<file path="src/rcfp_pkg.sv">
// Shared types and constants for the radio-receiver frame parser.
package rcfp_pkg;

  localparam int unsigned ByteW  = 8;
  localparam int unsigned WordW  = 16;
  localparam int unsigned IndexW = 5;
  localparam int unsigned PosW   = 10;

  localparam logic [ByteW-1:0] START_BYTE    = 8'hA8;
  localparam logic [ByteW-1:0] STATUS_OK_MAX = 8'h01;
  localparam logic [WordW-1:0] CENTER_RESET  = 16'd12000;

  // Fixed byte positions inside a frame
  localparam logic [PosW-1:0] POS_STATUS = 10'd1;
  localparam logic [PosW-1:0] POS_COUNT  = 10'd2;
  localparam logic [PosW-1:0] POS_DATA0  = 10'd3;

  // One result beat
  typedef struct packed {
    logic                     chan_strobe;
    logic [IndexW-1:0]        chan_index;
    logic signed [WordW-1:0]  chan_value;
    logic                     frame_end;
    logic                     link_valid;
    logic                     failsafe_flag;
    logic                     in_frame;
  } rcfp_result_t;

endpackage

</file>
<file path="src/rcfp_byte_if.sv">
// Byte channel: valid/ready handshake carrying one received serial byte.
interface rcfp_byte_if;
  logic                       valid;
  logic                       ready;
  logic [rcfp_pkg::ByteW-1:0] rx_byte;

  modport source (output valid, output rx_byte, input ready);
  modport sink   (input valid, input rx_byte, output ready);
endinterface

</file>
<file path="src/rcfp_chan_if.sv">
// Result channel: valid/ready handshake carrying decoded channel and link flags.
interface rcfp_chan_if;
  logic                               valid;
  logic                               ready;
  logic                               chan_strobe;
  logic [rcfp_pkg::IndexW-1:0]        chan_index;
  logic signed [rcfp_pkg::WordW-1:0]  chan_value;
  logic                               frame_end;
  logic                               link_valid;
  logic                               failsafe_flag;
  logic                               in_frame;

  modport source (output valid, output chan_strobe, output chan_index, output chan_value,
                  output frame_end, output link_valid, output failsafe_flag,
                  output in_frame, input ready);
  modport sink   (input valid, input chan_strobe, input chan_index, input chan_value,
                  input frame_end, input link_valid, input failsafe_flag,
                  input in_frame, output ready);
endinterface

</file>
<file path="src/rcfp_parser.sv">
// Frame parser state and single-byte decode step.
module rcfp_parser #(
  parameter int unsigned MaxChannels = 32
) (
  input  logic                        clk_i,
  input  logic                        rst_ni,
  input  logic                        beat_i,
  input  logic [rcfp_pkg::ByteW-1:0]  rx_byte_i,
  input  logic [rcfp_pkg::WordW-1:0]  center_offset_i,
  output rcfp_pkg::rcfp_result_t      result_o
);
  import rcfp_pkg::*;

  localparam int unsigned ChW = PosW - 1;
  localparam logic [ChW-1:0] MaxCh = ChW'(MaxChannels);

  logic              frame_open_q, frame_open_d;
  logic [PosW-1:0]   pos_q, pos_d;
  logic [ByteW-1:0]  count_q, count_d;
  logic [ByteW-1:0]  hold_q, hold_d;
  logic              failsafe_q, failsafe_d;
  logic              valid_q, valid_d;

  logic              open_now;
  logic [PosW-1:0]   pos;
  logic [PosW-1:0]   data_end;
  logic [ChW-1:0]    ch;
  logic [WordW-1:0]  word;

  assign open_now = frame_open_q || (rx_byte_i == START_BYTE);
  assign pos      = frame_open_q ? pos_q : '0;
  assign data_end = {1'b0, count_q, 1'b0} + POS_DATA0;
  assign ch       = pos[PosW-1:1] - ChW'(2);
  assign word     = {hold_q, rx_byte_i};

  // Decode one byte against the current frame position
  always_comb begin
    frame_open_d = frame_open_q;
    pos_d        = pos_q;
    count_d      = count_q;
    hold_d       = hold_q;
    failsafe_d   = failsafe_q;
    valid_d      = valid_q;
    result_o     = '0;

    if (open_now) begin
      frame_open_d = 1'b1;
      priority if (pos == POS_STATUS) begin
        if (rx_byte_i > STATUS_OK_MAX) begin
          failsafe_d = 1'b1;
          valid_d    = 1'b0;
        end else begin
          failsafe_d = 1'b0;
        end
      end else if (pos == POS_COUNT) begin
        count_d = rx_byte_i;
      end else if (pos > POS_COUNT && pos < data_end) begin
        if (pos[0]) begin
          hold_d = rx_byte_i;
        end else if (ch < MaxCh) begin
          result_o.chan_strobe = 1'b1;
          result_o.chan_index  = ch[IndexW-1:0];
          result_o.chan_value  = word - center_offset_i;
        end
      end else if (pos == data_end + PosW'(1)) begin
        frame_open_d = 1'b0;
        if (!failsafe_q) valid_d = 1'b1;
        result_o.frame_end = 1'b1;
      end
      pos_d = pos + PosW'(1);
    end

    result_o.link_valid    = valid_d;
    result_o.failsafe_flag = failsafe_d;
    result_o.in_frame      = frame_open_d;
  end

  // State update on each accepted beat
  always_ff @(posedge clk_i or negedge rst_ni) begin
    if (!rst_ni) begin
      frame_open_q <= 1'b0;
      pos_q        <= '0;
      count_q      <= '0;
      hold_q       <= '0;
      failsafe_q   <= 1'b0;
      valid_q      <= 1'b0;
    end else if (beat_i) begin
      frame_open_q <= frame_open_d;
      pos_q        <= pos_d;
      count_q      <= count_d;
      hold_q       <= hold_d;
      failsafe_q   <= failsafe_d;
      valid_q      <= valid_d;
    end
  end

endmodule

</file>
<file path="src/rc_receiver_frame_parser_top.sv">
// Top level of the radio-receiver serial frame parser.
//
//   port      dir  beat contents
//   byte_i    in   rx_byte (one received serial byte)
//   result_o  out  chan_strobe, chan_index, chan_value, frame_end,
//                  link_valid, failsafe_flag, in_frame
//   cfg_*     in   center_offset write (no handshake)
//
// One byte per cycle unless a result stalls; each byte yields exactly one result beat, valid the cycle after.
// The result register sits between the sides: a new byte is taken while the
// previous result is taken in the same cycle, or when the register is empty.
// A stalled result holds the parser; reset clears frame state and flags,
// and sets center_offset to 12000.
module rc_receiver_frame_parser_top #(
  parameter int unsigned MAX_CHANNELS = 32
) (
  input  logic                        clk_i,
  input  logic                        rst_ni,
  rcfp_byte_if.sink                   byte_i,
  rcfp_chan_if.source                 result_o,
  input  logic                        cfg_we_i,
  input  logic [rcfp_pkg::WordW-1:0]  cfg_data_i
);
  import rcfp_pkg::*;

  logic [WordW-1:0] center_q;
  logic             beat;
  logic             out_valid_q;
  rcfp_result_t     res_d, res_q;

  assign byte_i.ready = !out_valid_q || result_o.ready;
  assign beat         = byte_i.valid && byte_i.ready;

  // Configuration register
  always_ff @(posedge clk_i or negedge rst_ni) begin
    if (!rst_ni) begin
      center_q <= CENTER_RESET;
    end else if (cfg_we_i) begin
      center_q <= cfg_data_i;
    end
  end

  rcfp_parser #(
    .MaxChannels (MAX_CHANNELS)
  ) u_parser (
    .clk_i           (clk_i),
    .rst_ni          (rst_ni),
    .beat_i          (beat),
    .rx_byte_i       (byte_i.rx_byte),
    .center_offset_i (center_q),
    .result_o        (res_d)
  );

  // Result register: valid flag
  always_ff @(posedge clk_i or negedge rst_ni) begin
    if (!rst_ni) begin
      out_valid_q <= 1'b0;
    end else if (beat) begin
      out_valid_q <= 1'b1;
    end else if (result_o.ready) begin
      out_valid_q <= 1'b0;
    end
  end

  // Result register: payload
  always_ff @(posedge clk_i) begin
    if (beat) res_q <= res_d;
  end

  assign result_o.valid         = out_valid_q;
  assign result_o.chan_strobe   = res_q.chan_strobe;
  assign result_o.chan_index    = res_q.chan_index;
  assign result_o.chan_value    = res_q.chan_value;
  assign result_o.frame_end     = res_q.frame_end;
  assign result_o.link_valid    = res_q.link_valid;
  assign result_o.failsafe_flag = res_q.failsafe_flag;
  assign result_o.in_frame      = res_q.in_frame;

`ifndef SYNTHESIS
  // A byte cannot both complete a channel and close the frame
  a_strobe_not_end: assert property (@(posedge clk_i) disable iff (!rst_ni)
    out_valid_q |-> !(res_q.chan_strobe && res_q.frame_end))
    else $error("channel strobe and frame end in one beat");

  // Link valid is never reported while failsafe is set
  a_valid_vs_failsafe: assert property (@(posedge clk_i) disable iff (!rst_ni)
    out_valid_q |-> !(res_q.link_valid && res_q.failsafe_flag))
    else $error("link valid with failsafe set");

  // Channel data only inside an open frame, frame end leaves it closed
  a_frame_flags: assert property (@(posedge clk_i) disable iff (!rst_ni)
    out_valid_q |-> ((!res_q.chan_strobe || res_q.in_frame)
                     && (!res_q.frame_end || !res_q.in_frame)))
    else $error("frame flag inconsistent with strobe or frame end");

  // Stalled result is not overwritten
  a_hold_on_stall: assert property (@(posedge clk_i) disable iff (!rst_ni)
    (out_valid_q && !result_o.ready) |=> (out_valid_q && $stable(res_q)))
    else $error("result changed while stalled");
`endif

endmodule

</file>
<file path="src/flat_wrapper.sv">
// flat-port wrapper written by rule: the top's interface ports become plain ports
module rc_receiver_frame_parser_top_flat import rcfp_pkg::*;
#(
  parameter int unsigned MAX_CHANNELS = 32
)
  (clk_i, rst_ni, cfg_we_i, cfg_data_i, byte_i_valid, byte_i_rx_byte, byte_i_ready, result_o_valid, result_o_chan_strobe, result_o_chan_index, result_o_chan_value, result_o_frame_end, result_o_link_valid, result_o_failsafe_flag, result_o_in_frame, result_o_ready);
  rcfp_byte_if byte_i_i ();
  rcfp_chan_if result_o_i ();
  input  logic clk_i;
  input  logic rst_ni;
  input  logic cfg_we_i;
  input  logic [rcfp_pkg::WordW-1:0] cfg_data_i;
  input wire logic [$bits(byte_i_i.valid)-1:0] byte_i_valid;
  input wire logic [$bits(byte_i_i.rx_byte)-1:0] byte_i_rx_byte;
  output wire logic [$bits(byte_i_i.ready)-1:0] byte_i_ready;
  output wire logic [$bits(result_o_i.valid)-1:0] result_o_valid;
  output wire logic [$bits(result_o_i.chan_strobe)-1:0] result_o_chan_strobe;
  output wire logic [$bits(result_o_i.chan_index)-1:0] result_o_chan_index;
  output wire logic [$bits(result_o_i.chan_value)-1:0] result_o_chan_value;
  output wire logic [$bits(result_o_i.frame_end)-1:0] result_o_frame_end;
  output wire logic [$bits(result_o_i.link_valid)-1:0] result_o_link_valid;
  output wire logic [$bits(result_o_i.failsafe_flag)-1:0] result_o_failsafe_flag;
  output wire logic [$bits(result_o_i.in_frame)-1:0] result_o_in_frame;
  input wire logic [$bits(result_o_i.ready)-1:0] result_o_ready;
  assign byte_i_i.valid = byte_i_valid;
  assign byte_i_i.rx_byte = byte_i_rx_byte;
  assign byte_i_ready = byte_i_i.ready;
  assign result_o_valid = result_o_i.valid;
  assign result_o_chan_strobe = result_o_i.chan_strobe;
  assign result_o_chan_index = result_o_i.chan_index;
  assign result_o_chan_value = result_o_i.chan_value;
  assign result_o_frame_end = result_o_i.frame_end;
  assign result_o_link_valid = result_o_i.link_valid;
  assign result_o_failsafe_flag = result_o_i.failsafe_flag;
  assign result_o_in_frame = result_o_i.in_frame;
  assign result_o_i.ready = result_o_ready;
  rc_receiver_frame_parser_top #(.MAX_CHANNELS(MAX_CHANNELS)) u_core (.clk_i(clk_i), .rst_ni(rst_ni), .byte_i(byte_i_i), .result_o(result_o_i), .cfg_we_i(cfg_we_i), .cfg_data_i(cfg_data_i));
endmodule
</file>
<file path="config.mk">
export PLATFORM = sky130hd
export DESIGN_NAME = rc_receiver_frame_parser_top_flat
export DESIGN_NICKNAME = d
export VERILOG_FILES = /design/src/rcfp_pkg.sv /design/src/rcfp_byte_if.sv /design/src/rcfp_chan_if.sv /design/src/rcfp_parser.sv /design/src/rc_receiver_frame_parser_top.sv /design/src/flat_wrapper.sv
export SDC_FILE = /design/constraint.sdc
export NUM_CORES = 1
export LEC_CHECK = 0
export ABC_AREA = 1
export BUFFER_PORTS_ARGS = -buffer_cell sky130_fd_sc_hd__buf_2
export CORE_MARGIN = 3
export CORE_UTILIZATION = 50
export DETAILED_ROUTE_END_ITERATION = 12
export PLACE_DENSITY = 0.69
export SYNTH_ARGS = -nofsm -noshare
export SYNTH_HDL_FRONTEND = slang
export SYNTH_SLANG_ARGS = --single-unit
</file>
<file path="constraint.sdc">
create_clock -name clk_i -period 2.75 [get_ports clk_i]
set_input_delay 0.1375 -clock clk_i [delete_from_list [all_inputs] [get_ports clk_i]]
set_output_delay 0.1375 -clock clk_i [all_outputs]
set_load 0.005 [all_outputs]
</file>
=== Yosys cells after proc, flatten, opt, wreduce, memory -nomap -nowiden ===
Cells that the tools add are included.

* Register bits after elaboration: 72
* Bits in latches: 0
* RAM bits: 0
* Bits in read-only memories: 0
* Memories kept: 0

* Reduce and logical (&&, ||, !) cells: 12
* Bitwise operators: 5
* Muxes and demuxes: 20
* Order comparisons: 4
* Eq/ne operators: 4
* Multipliers: 0
* $add $sub $neg: 5
* Divide/modulo/power cells: 0
* Shifts and indexed selects: 0

{| class="wikitable"
|+ Operators by type and width
! kind !! number
|-
| 22-bit two-way mux || 1
|-
| 10-bit by 1-bit adder with 10-bit output, second input constant || 2
|-
| 1-bit two-way mux || 18
|-
| 16-bit subtractor || 1
|-
| 9-bit by 2-bit adder with 10-bit output, second input constant || 1
|-
| 10-bit by 1-bit equality test with 1-bit output, second input constant || 1
|-
| 10-bit equality test || 1
|-
| 10-bit by 2-bit equality test with 1-bit output, second input constant || 1
|-
| 10-bit by 2-bit greater-than comparator with 1-bit output, second input constant || 1
|-
| 10-bit less-than comparator || 1
|-
| 10-bit two-way mux || 1
|-
| 9-bit by 6-bit less-than comparator with 1-bit output, second input constant || 1
|-
| 9-bit by 2-bit subtractor with 9-bit output, second input constant || 1
|-
| 8-bit equality test, second input constant || 1
|-
| 8-bit by 1-bit greater-than comparator with 1-bit output, second input constant || 1
|-
| 6-bit AND reduction || 1
|-
| 6-bit OR reduction || 1
|-
| 1-bit inverter || 5
|-
| 5-bit OR reduction || 1
|-
| 4-bit AND reduction || 1
|-
| 4-bit OR reduction || 1
|-
| 1-bit logical AND || 2
|-
| 1-bit logical OR || 2
|-
| 2-bit AND reduction || 1
|-
| other kinds (2) || 2
|}

=== Longest topological paths before layout ===
Gate-level depths: netlist of the first run.

* Depth in word-level cells: 8
* Gate-level depth with buffers: 18
* Gate-level depth less buffers: 18

=== Modules after synthesis ===
A second synthesis of the first run with hierarchy kept.

* Cell total of the unflattened synthesis: 596
* Area total of the unflattened synthesis: 4700.8 um^2

{| class="wikitable"
|+ By module, submodules not included
! module !! times used !! cells an instance !! area an instance (um^2) !! sequential area each (um^2)
|-
| rcfp_parser || 1 || 497 || 3216.8 || 725.7
|-
| rc_receiver_frame_parser_top || 1 || 99 || 1483.9 || 1214.9
|}

=== Worst setup path before layout of the first run ===
No wires, ideal clock.

* Path type: flip-flop to flip-flop
* From: register u_core.u_parser.count_q[0]
* To: register u_core.res_q (netlist bit u_core.result_o.chan_value[12]) (data pin)
* Cell stages (with the launch flop): 17
* Clock period less this slack: 2.464 ns
* Data required time: 2.600 ns
* Arrival: 2.314 ns
* Slack: 0.286 ns
* Cells stage by stage: dfrtp_1 ha_1 nand2_1 inv_1 nand2_1 nand2_1 ha_1 a21oi_1 o21ai_0 nand2_1 o211ai_1 a31oi_1 nand2_1 inv_2 nand4_2 buf_6 nor3_2

* Cells in the longest elaborated chain, start to end: 5

{| class="wikitable"
|+ Ends and longest elaborated chain
! item !! line !! source
|-
| start, declared || rcfp_parser.sv:19 || <nowiki>logic [ByteW-1:0] count_q, count_d;</nowiki>
|-
| start signal, assigned || rcfp_parser.sv:90 || <nowiki>count_q <= count_d;</nowiki>
|-
| 9-bit by 2-bit adder with 10-bit output || rcfp_parser.sv:32 || <nowiki>assign data_end = {1'b0, count_q, 1'b0} + POS_DATA0;</nowiki>
|-
| 10-bit less-than comparator || rcfp_parser.sv:57 || <nowiki>end else if (pos > POS_COUNT && pos < data_end) begin</nowiki>
|-
| 1-bit logical AND || rcfp_parser.sv:57 ||
|-
| 1-bit inverter (no line) || - ||
|-
| 6-bit OR reduction (no line) || - ||
|-
| end signal, assigned || rc_receiver_frame_parser_top.sv:67 || <nowiki>if (beat) res_q <= res_d;</nowiki>
|-
| end, declared || rc_receiver_frame_parser_top.sv:29 || <nowiki>rcfp_result_t res_d, res_q;</nowiki>
|}

Every way passes these cells.
A chain may end at the register's enable or synchronous reset.

=== Worst setup path in the final report of the first run ===
* From: register u_core.u_parser.count_q[1]
* To: register u_core.res_q (netlist bit u_core.result_o.chan_index[4]) (data pin)

Same word-level chain as after synthesis.

==> results of run 1 <==
logic make-up (layout without fill, tap and decap cells):
| family | count (synthesis) | after routing | share of synthesized area (%) |
|---|---|---|---|
| muxes | 2 | 2 | 0.493 |
| and+or+nand+nor | 270 | 270 | 26.2 |
| adders and majority gates | 33 | 33 | 9.20 |
| xor gates and xnor gates | 14 | 14 | 2.68 |
| DFF | 72 | 72 | 42.5 |
| AOI/OAI and AO/OA | 87 | 87 | 10.9 |
| buffers and inverters | 93 | 190 | 8.10 |
how the worst max path moves through the flow:
stage,startpoint,to,cells past startpoint
floorplan,u_core.u_parser.count_q[0]$_DFFE_PN0P_,u_core.result_o.chan_value[12]$_SDFFCE_PP0P_,16
global placement,u_core.u_parser.count_q[0]$_DFFE_PN0P_,u_core.result_o.chan_index[4]$_SDFFCE_PP0P_,16
detailed placement,u_core.u_parser.count_q[0]$_DFFE_PN0P_,u_core.result_o.chan_value[2]$_SDFFCE_PP0P_,16
CTS,u_core.u_parser.count_q[0]$_DFFE_PN0P_,u_core.result_o.chan_value[2]$_SDFFCE_PP0P_,16
global route,u_core.u_parser.count_q[1]$_DFFE_PN0P_,u_core.result_o.chan_value[9]$_SDFFCE_PP0P_,17
finish,u_core.u_parser.count_q[1]$_DFFE_PN0P_,u_core.result_o.chan_index[4]$_SDFFCE_PP0P_,16
synth_stat cells (2+ instances only):
cell       count  area share, %
o2111ai_1      2           0.38
xnor2_1        3           0.57
mux2_2         2           0.49
dfrtp_1       39             21
nor3_2         4           0.88
nand4_1        5           0.68
nor2_2         4           0.55
o21ai_1        9           0.99
a21o_1         4           0.66
ha_1          32            8.8
nand2_2        7           0.96
nor2_1        48            3.9
nand2_1      153             13
clkbuf_1       3           0.25
buf_6          2           0.49
a31oi_1        3           0.41
inv_2          3           0.25
a21oi_1       23            2.5
buf_2          2           0.22
xor2_1        11            2.1
edfxtp_1      26             17
dfstp_2        7            4.0
o21ai_0       34            3.7
nor3_1         5           0.55
inv_1         82            6.7
nand3_1       31            3.4
or2_2          6           0.82
a21oi_2        7            1.3
timing repair:
action / 4_1_cts / 5_1_grt
hold buffers: 12 / 0
buffers inserted: 0 / 2
resized for setup: 0 / 30
hold endpoints to repair: 17 / 0
endpoints found under the setup margin: 0 / 31
layout by cell type, fill, tap and decap left out, types with 4 or more instances in the layout:
| cell | n |
|---|---|
| xor2_1 | 11 |
| nand2_2 | 11 |
| dfstp_2 | 7 |
| inv_1 | 81 |
| dlygate4sd3_1 | 12 |
| a21oi_1 | 23 |
| nor3_2 | 7 |
| edfxtp_1 | 26 |
| nor2_1 | 45 |
| nand2_1 | 148 |
| nand4_1 | 5 |
| a21o_1 | 4 |
| a21oi_2 | 7 |
| clkbuf_8 | 9 |
| buf_2 | 56 |
| ha_1 | 29 |
| inv_2 | 4 |
| dfrtp_1 | 36 |
| o21ai_0 | 34 |
| nand3_1 | 29 |
| or2_2 | 6 |
| nor2_2 | 6 |
| buf_4 | 16 |
| o21ai_1 | 9 |
flip-flops by register name (all words and copies together) (netlist names), 5 cells and up:
| register | flops |
|---|---|
| u_core.center_q | 16 |
| u_core.u_parser.pos_q | 10 |
| u_core.u_parser.count_q | 8 |
| u_core.u_parser.hold_q | 8 |
| u_core.result_o.chan_value | 16 |
| u_core.result_o.chan_index | 5 |
routing by layer:
layer,vias up,GRT usage (%)
met1,1843,31.6
met5,-,0
met3,20,4.55
li1,2037,-
met2,114,34.1
met4,0,6.85
critical path, cell delays in order (launching register included):
cell and delay (ns):
dfrtp_1 0.43, ha_4 0.20, nand2_4 0.09, inv_1 0.05, nand2_1 0.09, nand2_2 0.12
ha_4 0.23, a21oi_1 0.14, o21ai_0 0.10, nand2_1 0.07, o211ai_1 0.08, a31oi_1 0.18
nand2_1 0.12, inv_2 0.11, nand4_4 0.18, buf_6 0.20, a21oi_2 0.12
final cells by class:
class	instances	area, um2
clock buffer	10	128
clock inverter	6	115
inverter	85	319
fill	736	3200
sequential	72	1940
tap	108	135
timing repair buffer	89	599
multi-input combinational	406	2360
per-stage QoR:
stage | setup slack, ns | total power [mW]
final | 0.102 | 3.97
after global routing | -0.0364 | 4.26
after CTS | 0.0725 | 3.85
after detailed placement | 0.0695 | 2.81
after global placement | 0.197 | 2.76
after floorplan | 0.286 | 2.42
report_power, final:
part | switching, mW | internal (mW) | total [mW]
sequential | 0.124 | 1.28 | 1.40
combinational | 0.959 | 0.581 | 1.54
clock | 0.416 | 0.609 | 1.03
==> summary.txt, run 1 <==
Final nets - 725
Fin. Hold Viols - 0
Share of layout cells above drive strength 1 - 23.5%
Post-route ant nets - 0
Vias/cell - 5.17
Post-synth ARST share - 63.9%
Wire length of the first global-routing pass - 18.0 mm
Yosys warns - 0
Yosys cell types - 42
Slew @ Worst Pin - 1.04 ns
Initial antenna violation count - 0
R2R Path End - u_core.result_o.chan_index[4]$_SDFFCE_PP0P_
CP Class - register to register
Vias - 4,014
Vias in the first global route - 3,779
Fin area - 0.00560 mm2
Critical path capture point type - register
Sequential cell area fraction in the yosys report - 42.5%
Fin Hold WS - 0.00559 ns
FP Rows - 34
Yosys reg bits - 72
Met2 WL - 4.93 mm
ANT cells - 0
Arrival time worst endpoint - 2.85 ns
Clk sinks - 72
Worst min path class - input pin to register
Clk Latency, worst-skew pair - 0.35 ns
TritonRoute pass-1 iters - 5
Clk pin slew, worst setup/hold paths - 0.09 ns
Worst r2r path cells - 16
Routed WL - 11.0 mm
Fin crit share - 96.3%
Initial Utilization - 51.9%
Max VDD drop - 0.403 mV
Cell count after synthesis - 571
Number of synthesized flops with an enable pin - 26
Power Density - 708 mW/mm2
Maximum clock insertion buffer count - 2
FF-to-FF Start - u_core.u_parser.count_q[1]$_DFFE_PN0P_
Placed cells - 745
Fin crit period - 2.65 ns
# setup viols final - 0
CP max FO - 6
DRT met1 WL - 5.21 mm
TritonCTS clock tree - yes
Slew Limit Fails - 0
Synth Cell Area - 0.00457 mm2
Max Freq - 378 MHz
Min-Delay Endpoint - u_core.center_q[9]$_DFFE_PN1P_
First DRT Iteration DRCs - 208
Root Driver - clkbuf_8
R2R Setup Slk - 0.10 ns
Syn Area/Cell - 8.00 um2
Main flop type after synthesis - dfrtp_1
Top Metal Used - met4
Skew final - 0.0116 ns
Drt drc - 0
Synth-to-Final Area Change - 22.6%
Max-cap violations - 0
Status - completed
GRT Resource Usage Total - 22.2%
CORE AREA - 0.00881 mm2
DP Area - 0.00507 mm2
CTS buffer count - 9
Syn_nets - 633
Crit start category - register
TNS Setup - 0 ns
Met3 Wirelength - 606 um
Port bufs - 56
Pleak - 2.93 nW
Max_slew headroom - 30.5%
Pin count of the biggest net entering global routing - 47
Die width - 102 um
Total congestion overflow - 0
Routability Congestion - 0.962
End-of-flow core utilization - 63.6%
Chip height - 102 um
H-Tree Depth - 3
HP Start - cfg_data_i[9]
Worst EP required - 2.95 ns
Worst Hold Depth - 3
Die area - 0.0103 mm2
Boundary Pins - 57
DP HPWL - 8.40 mm
Non-filler cells, final - 776
Routed WL per cell - 14.1 um
Note: power is estimated with default switching activity, not from simulation.
==> run 2: changes to the inputs <==
Settings changed: RECOVER_POWER set to 50.
==> summary.txt, run 2 (synthesized netlist as in run 1, its figures left out) <==
Critical Path, Cell by Cell - ha_4, nand2_4, inv_1, nand2_1, nand2_2, ha_4, a21oi_1, o21ai_0, nand2_1, o211ai_1, a31oi_1, nand2_1, inv_2, nand4_4, buf_6, a21oi_2
H-Tree Depth - 3
Routed WL - 11.0 mm
GRT Resource Usage Total - 22.2%
Initial Utilization - 51.9%
Sw Share - 37.9%
Worst min path class - input pin to register
Clk sinks - 72
Critical path capture point type - register
Cell family with most CP delay - simple AND/OR/NAND/NOR gates
Vias in the first global route - 3,779
Most frequent CP cell - nand2_1
Initial antenna violation count - 0
R2R Setup Slk - 0.1 ns
Drt drc - 0
Met2 WL - 4.93 mm
Crit start category - register
Slew Limit Fails - 0
First DRT Iteration DRCs - 212
Reg power frac - 35.3%
Logic pwr share - 38.8%
Arrival time worst endpoint - 2.86 ns
Status - completed
Max-cap violations - 0
Max Freq - 377 MHz
Pleak - 2.88 nW
TritonCTS clock tree - yes
Max stage delay on crit path - 0.43 ns
HP Start - cfg_data_i[9]
Pre-CTS setup slack - 0.0695 ns
CP max FO - 6
Net Switching - 1.50 mW
CORE AREA - 0.00881 mm2
Die area - 0.0103 mm2
Skew final - 0.0118 ns
Fin crit period - 2.65 ns
Worst EP required - 2.95 ns
Max VDD drop - 0.404 mV
Leading cell type in the layout, fill and taps excluded - nand2_1
Clock Power Share - 25.9%
Worst Hold Depth - 3
Min-Delay Endpoint - u_core.center_q[9]$_DFFE_PN1P_
Pin count of the biggest net entering global routing - 47
DP Area - 0.00507 mm2
Boundary Pins - 57
Wire length of the first global-routing pass - 18.0 mm
Crit-path slowest cell - dfrtp_1
CTS buffer count - 9
Post-route ant nets - 0
Power Density - 711 mW/mm2
TritonRoute pass-1 iters - 7
Root Driver - clkbuf_8
Share of layout cells above drive strength 1 - 21.1%
Most frequent cells in the layout - 148 x nand2_1, 81 x inv_1, 45 x nor2_1
Routed WL per cell - 14.2 um
Final nets - 725
CP Class - register to register
Clk pin slew, worst setup/hold paths - 0.09 ns
DRT met1 WL - 5.22 mm
Overall power - 3.97 mW
Fin area - 0.00558 mm2
Port bufs - 56
Synth-to-Final Area Change - 22.1%
Max_slew headroom - 22.6%
Fin Hold WS - 0.00125 ns
Maximum clock insertion buffer count - 2
Worst Path Buf+Inv - 3
# setup viols final - 0
Chip height - 102 um
FF-to-FF Start - u_core.u_parser.count_q[1]$_DFFE_PN0P_
FP Rows - 34
R2R Path End - u_core.result_o.chan_index[4]$_SDFFCE_PP0P_
Met3 Wirelength - 613 um
Die width - 102 um
Vias/cell - 5.15
Fin. Hold Viols - 0
Slew @ Worst Pin - 1.16 ns
Clk Latency, worst-skew pair - 0.36 ns
Worst Slack Setup Final - 0.0965 ns
Routability Congestion - 0.962
Fin crit share - 96.5%
Top Metal Used - met4
Vias - 3,997
Total congestion overflow - 0
P_int - 2.46 mW
Worst r2r path cells - 16
ANT cells - 0
DP HPWL - 8.40 mm
run 2: changes by cell type in the layout (fill, tap and decap cells not counted), sizes merged:
cell,delta
clkbuf,+17
buf,-17
run 2: repair_timing:
| item | 4_1_cts | 5_1_grt |
|---|---|---|
| hold endpoints to repair | 17 | 0 |
| setup buffers | 0 | 2 |
| endpoints found under the setup margin | 0 | 31 |
| hold buffers | 12 | 0 |
| resized for setup | 0 | 30 |
run 2: final cells by class:
type                            count  area [um2]
Fill cell                         749        3220
Multi-Input combinational cell    406        2360
Sequential cell                    72        1940
Timing Repair Buffer               89         579
Inverter                           85         319
Tap cell                          108         135
Clock buffer                       10         128
Clock inverter                      6         115
run 2: worst reg2reg max path, cell delays in order (launching register included):
cell and delay [ns]:
dfrtp_1 0.43, ha_4 0.20, nand2_4 0.09, inv_1 0.05, nand2_1 0.09, nand2_2 0.12, ha_4 0.23, a21oi_1 0.14
o21ai_0 0.10, nand2_1 0.07, o211ai_1 0.08, a31oi_1 0.18, nand2_1 0.12, inv_2 0.11, nand4_4 0.19, buf_6 0.20
a21oi_2 0.13
run 2: how the worst max path moves through the flow:
stage | endpoint | cells past startpoint | from
final | u_core.result_o.chan_index[4]$_SDFFCE_PP0P_ | 16 | u_core.u_parser.count_q[1]$_DFFE_PN0P_
after global routing | u_core.result_o.chan_value[9]$_SDFFCE_PP0P_ | 17 | u_core.u_parser.count_q[1]$_DFFE_PN0P_
after CTS | u_core.result_o.chan_value[2]$_SDFFCE_PP0P_ | 16 | u_core.u_parser.count_q[0]$_DFFE_PN0P_
after detailed placement | u_core.result_o.chan_value[2]$_SDFFCE_PP0P_ | 16 | u_core.u_parser.count_q[0]$_DFFE_PN0P_
after global placement | u_core.result_o.chan_index[4]$_SDFFCE_PP0P_ | 16 | u_core.u_parser.count_q[0]$_DFFE_PN0P_
after floorplan | u_core.result_o.chan_value[12]$_SDFFCE_PP0P_ | 16 | u_core.u_parser.count_q[0]$_DFFE_PN0P_
run 2: power by group through the flow:
| stage | registers, mW | clock network, mW | logic (mW) |
|---|---|---|---|
| floorplan | 1.38 | 0 | 1.05 |
| global placement | 1.39 | 0 | 1.37 |
| detailed placement | 1.40 | 0 | 1.41 |
| CTS | 1.38 | 1.03 | 1.43 |
| global route | 1.42 | 1.09 | 1.75 |
| finish | 1.40 | 1.03 | 1.54 |
run 2: metal layers:
metal / up-vias / global-route usage (%)
met5: - / 0
met4: 0 / 6.85
met3: 20 / 4.55
met2: 120 / 34.1
met1: 1822 / 31.6
li1: 2035 / -
run 2: metrics by stage:
| stage | util, % | setup TNS (ns) | cells |
|---|---|---|---|
| 2_1_floorplan | - | 0 | 571 |
| 3_3_place_gp | 57.6 | 0 | 745 |
| 3_5_place_dp | 57.6 | 0 | 745 |
| 4_1_cts | 61.7 | 0 | 773 |
| 5_1_grt | 63.4 | -0.458 | 776 |
| 6_report | 63.4 | 0 | 776 |
==> run 3: changes to the inputs <==
Settings changed: CTS_BUF_LIST set to sky130_fd_sc_hd__clkbuf_4, SKIP_CTS_REPAIR_TIMING set to 1.
==> summary.txt, run 3 (synthesized netlist as in run 1, its figures left out) <==
Fin crit period - 2.66 ns
FP Rows - 34
# fillers - 751
Max Freq - 376 MHz
Worst min path class - input pin to register
Max VDD drop - 0.302 mV
First DRT Iteration DRCs - 194
Wire length of the first global-routing pass - 17.7 mm
Grt met1 use - 31.4%
Root Driver - clkbuf_4
Worst EP required - 3.02 ns
H-Tree Depth - 3
Share of layout cells above drive strength 1 - 21.3%
Pin count of the biggest net entering global routing - 47
Routed WL - 10.9 mm
Port bufs - 56
Final nets - 732
CORE AREA - 0.00881 mm2
Post-route ant nets - 0
Status - finished with violations
DP HPWL - 8.40 mm
M3 GR Usage - 3.93%
Skew final - 0.0173 ns
Met2 Use GR - 33.0%
Boundary Pins - 57
Multi-input logic area - 0.00237 mm2
CP Class - register to register
Most frequent cells in the layout - 147 x nand2_1, 81 x inv_1, 44 x nor2_1
Leading cell type in the layout, fill and taps excluded - nand2_1
Initial Utilization - 51.9%
Total congestion overflow - 0
Register area - 0.00194 mm2
Slew @ Worst Pin - 1.16 ns
Power Density - 680 mW/mm2
TritonCTS clock tree - yes
Gr busiest metal - met2
Arrival time worst endpoint - 2.92 ns
Die width - 102 um
Max-cap violations - 0
GRT Resource Usage Total - 21.8%
Crit start category - register
Fin area - 0.00561 mm2
Vias/cell - 5.18
Fin Hold WS - -0.00254 ns
Clk Latency, worst-skew pair - 0.42 ns
Max stage delay on crit path - 0.44 ns
Chip height - 102 um
Clk sinks - 72
Most frequent CP cell - nand2_1
Initial antenna violation count - 0
Vias - 4,054
Critical path capture point type - register
Fin. Hold Viols - 1
Drt drc - 0
Slew Limit Fails - 0
Max_slew headroom - 22.4%
Pleak - 2.89 nW
CTS buffer count - 9
CP max FO - 6
Maximum clock insertion buffer count - 2
TritonRoute pass-1 iters - 7
Overall power - 3.82 mW
Synth-to-Final Area Change - 22.8%
# setup viols final - 0
Routed WL per cell - 14.0 um
Routability Congestion - 0.962
ANT cells - 0
Crit-path slowest cell - dfrtp_1
Failing checks - hold timing
Critical Path, Cell by Cell - ha_4, nand2_4, inv_1, nand2_1, nand2_2, ha_4, a21oi_1, o21ai_0, nand2_1, o211ai_1, a31oi_1, nand2_1, inv_2, nand4_4, buf_6, a21oi_2
Die area - 0.0103 mm2
Vias in the first global route - 3,681
Clk pin slew, worst setup/hold paths - 0.12 ns
Fin crit share - 96.6%
DP Area - 0.00507 mm2
[run 3: cell types whose count changed in the layout (fill, tap and decap cells not counted), sizes merged]
cell / previous run / this run
dlygate4sd3: 12 / 19
[run 3: area by class of cell]
type / count / area share [%]
timing repair buffer: 96 / 11.6
inverter: 85 / 5.69
clock buffer: 10 / 1.34
sequential: 72 / 34.6
clock inverter: 6 / 2.05
multi-input combinational: 406 / 42.3
tap: 108 / 2.41
[run 3: final timing paths]
check | startpoint | to | slack [ns] | depth (start not counted)
worst max-delay path | u_core.u_parser.count_q[0]$_DFFE_PN0P_ | u_core.result_o.chan_index[4]$_SDFFCE_PP0P_ | 0.09 | 16
worst min-delay path | result_o_ready | u_core.result_o.valid$_DFFE_PN0P_ | -0.003 | 4
worst max register to register | u_core.u_parser.count_q[0]$_DFFE_PN0P_ | u_core.result_o.chan_index[4]$_SDFFCE_PP0P_ | 0.09 | 16
worst min register to register | u_core.u_parser.valid_q$_DFFE_PN0P_ | u_core.u_parser.valid_q$_DFFE_PN0P_ | 0.51 | 2
max in group asynchronous | rst_ni | u_core.u_parser.count_q[2]$_DFFE_PN0P_ | 1.48 | 2
min in group asynchronous | rst_ni | u_core.u_parser.pos_q[7]$_DFFE_PN0P_ | 0.48 | 2
[run 3: layer usage]
layer	share of wire (%)	up-vias
met3	5.5	17
met5	0	-
met2	45	125
li1	-	2051
met1	47	1861
met4	2.2	0
[run 3: where the power goes]
| part | switching (mW) | total [mW] | internal (mW) |
|---|---|---|---|
| sequential | 0.125 | 1.40 | 1.28 |
| clock | 0.385 | 0.862 | 0.477 |
| combinational | 0.966 | 1.55 | 0.588 |
| total | 1.48 | 3.82 | 2.34 |
[run 3: worst max-delay path, delay by kind of cell, from the launching register on]
family	cells	cell delay [ns]
AO/OA/AOI/OAI	5	0.62
flip-flops	1	0.44
buffers and inverters	3	0.36
AND/OR/NAND/NOR	6	0.68
adder cells (fa/ha/maj)	2	0.43
[run 3: per-stage QoR]
step | setup slack [ns] | setup TNS (ns) | utilization (%) | std cells | hold slack [ns]
after floorplan | 0.286 | 0 | - | 571 | -0.158
after global placement | 0.197 | 0 | 57.6 | 745 | 0.344
after detailed placement | 0.0695 | 0 | 57.6 | 745 | 0.348
after CTS | 0.0664 | 0 | 59.7 | 761 | -0.107
after global routing | -0.0169 | -0.0394 | 63.7 | 783 | 0.00173
final | 0.0937 | 0 | 63.7 | 783 | -0.00254
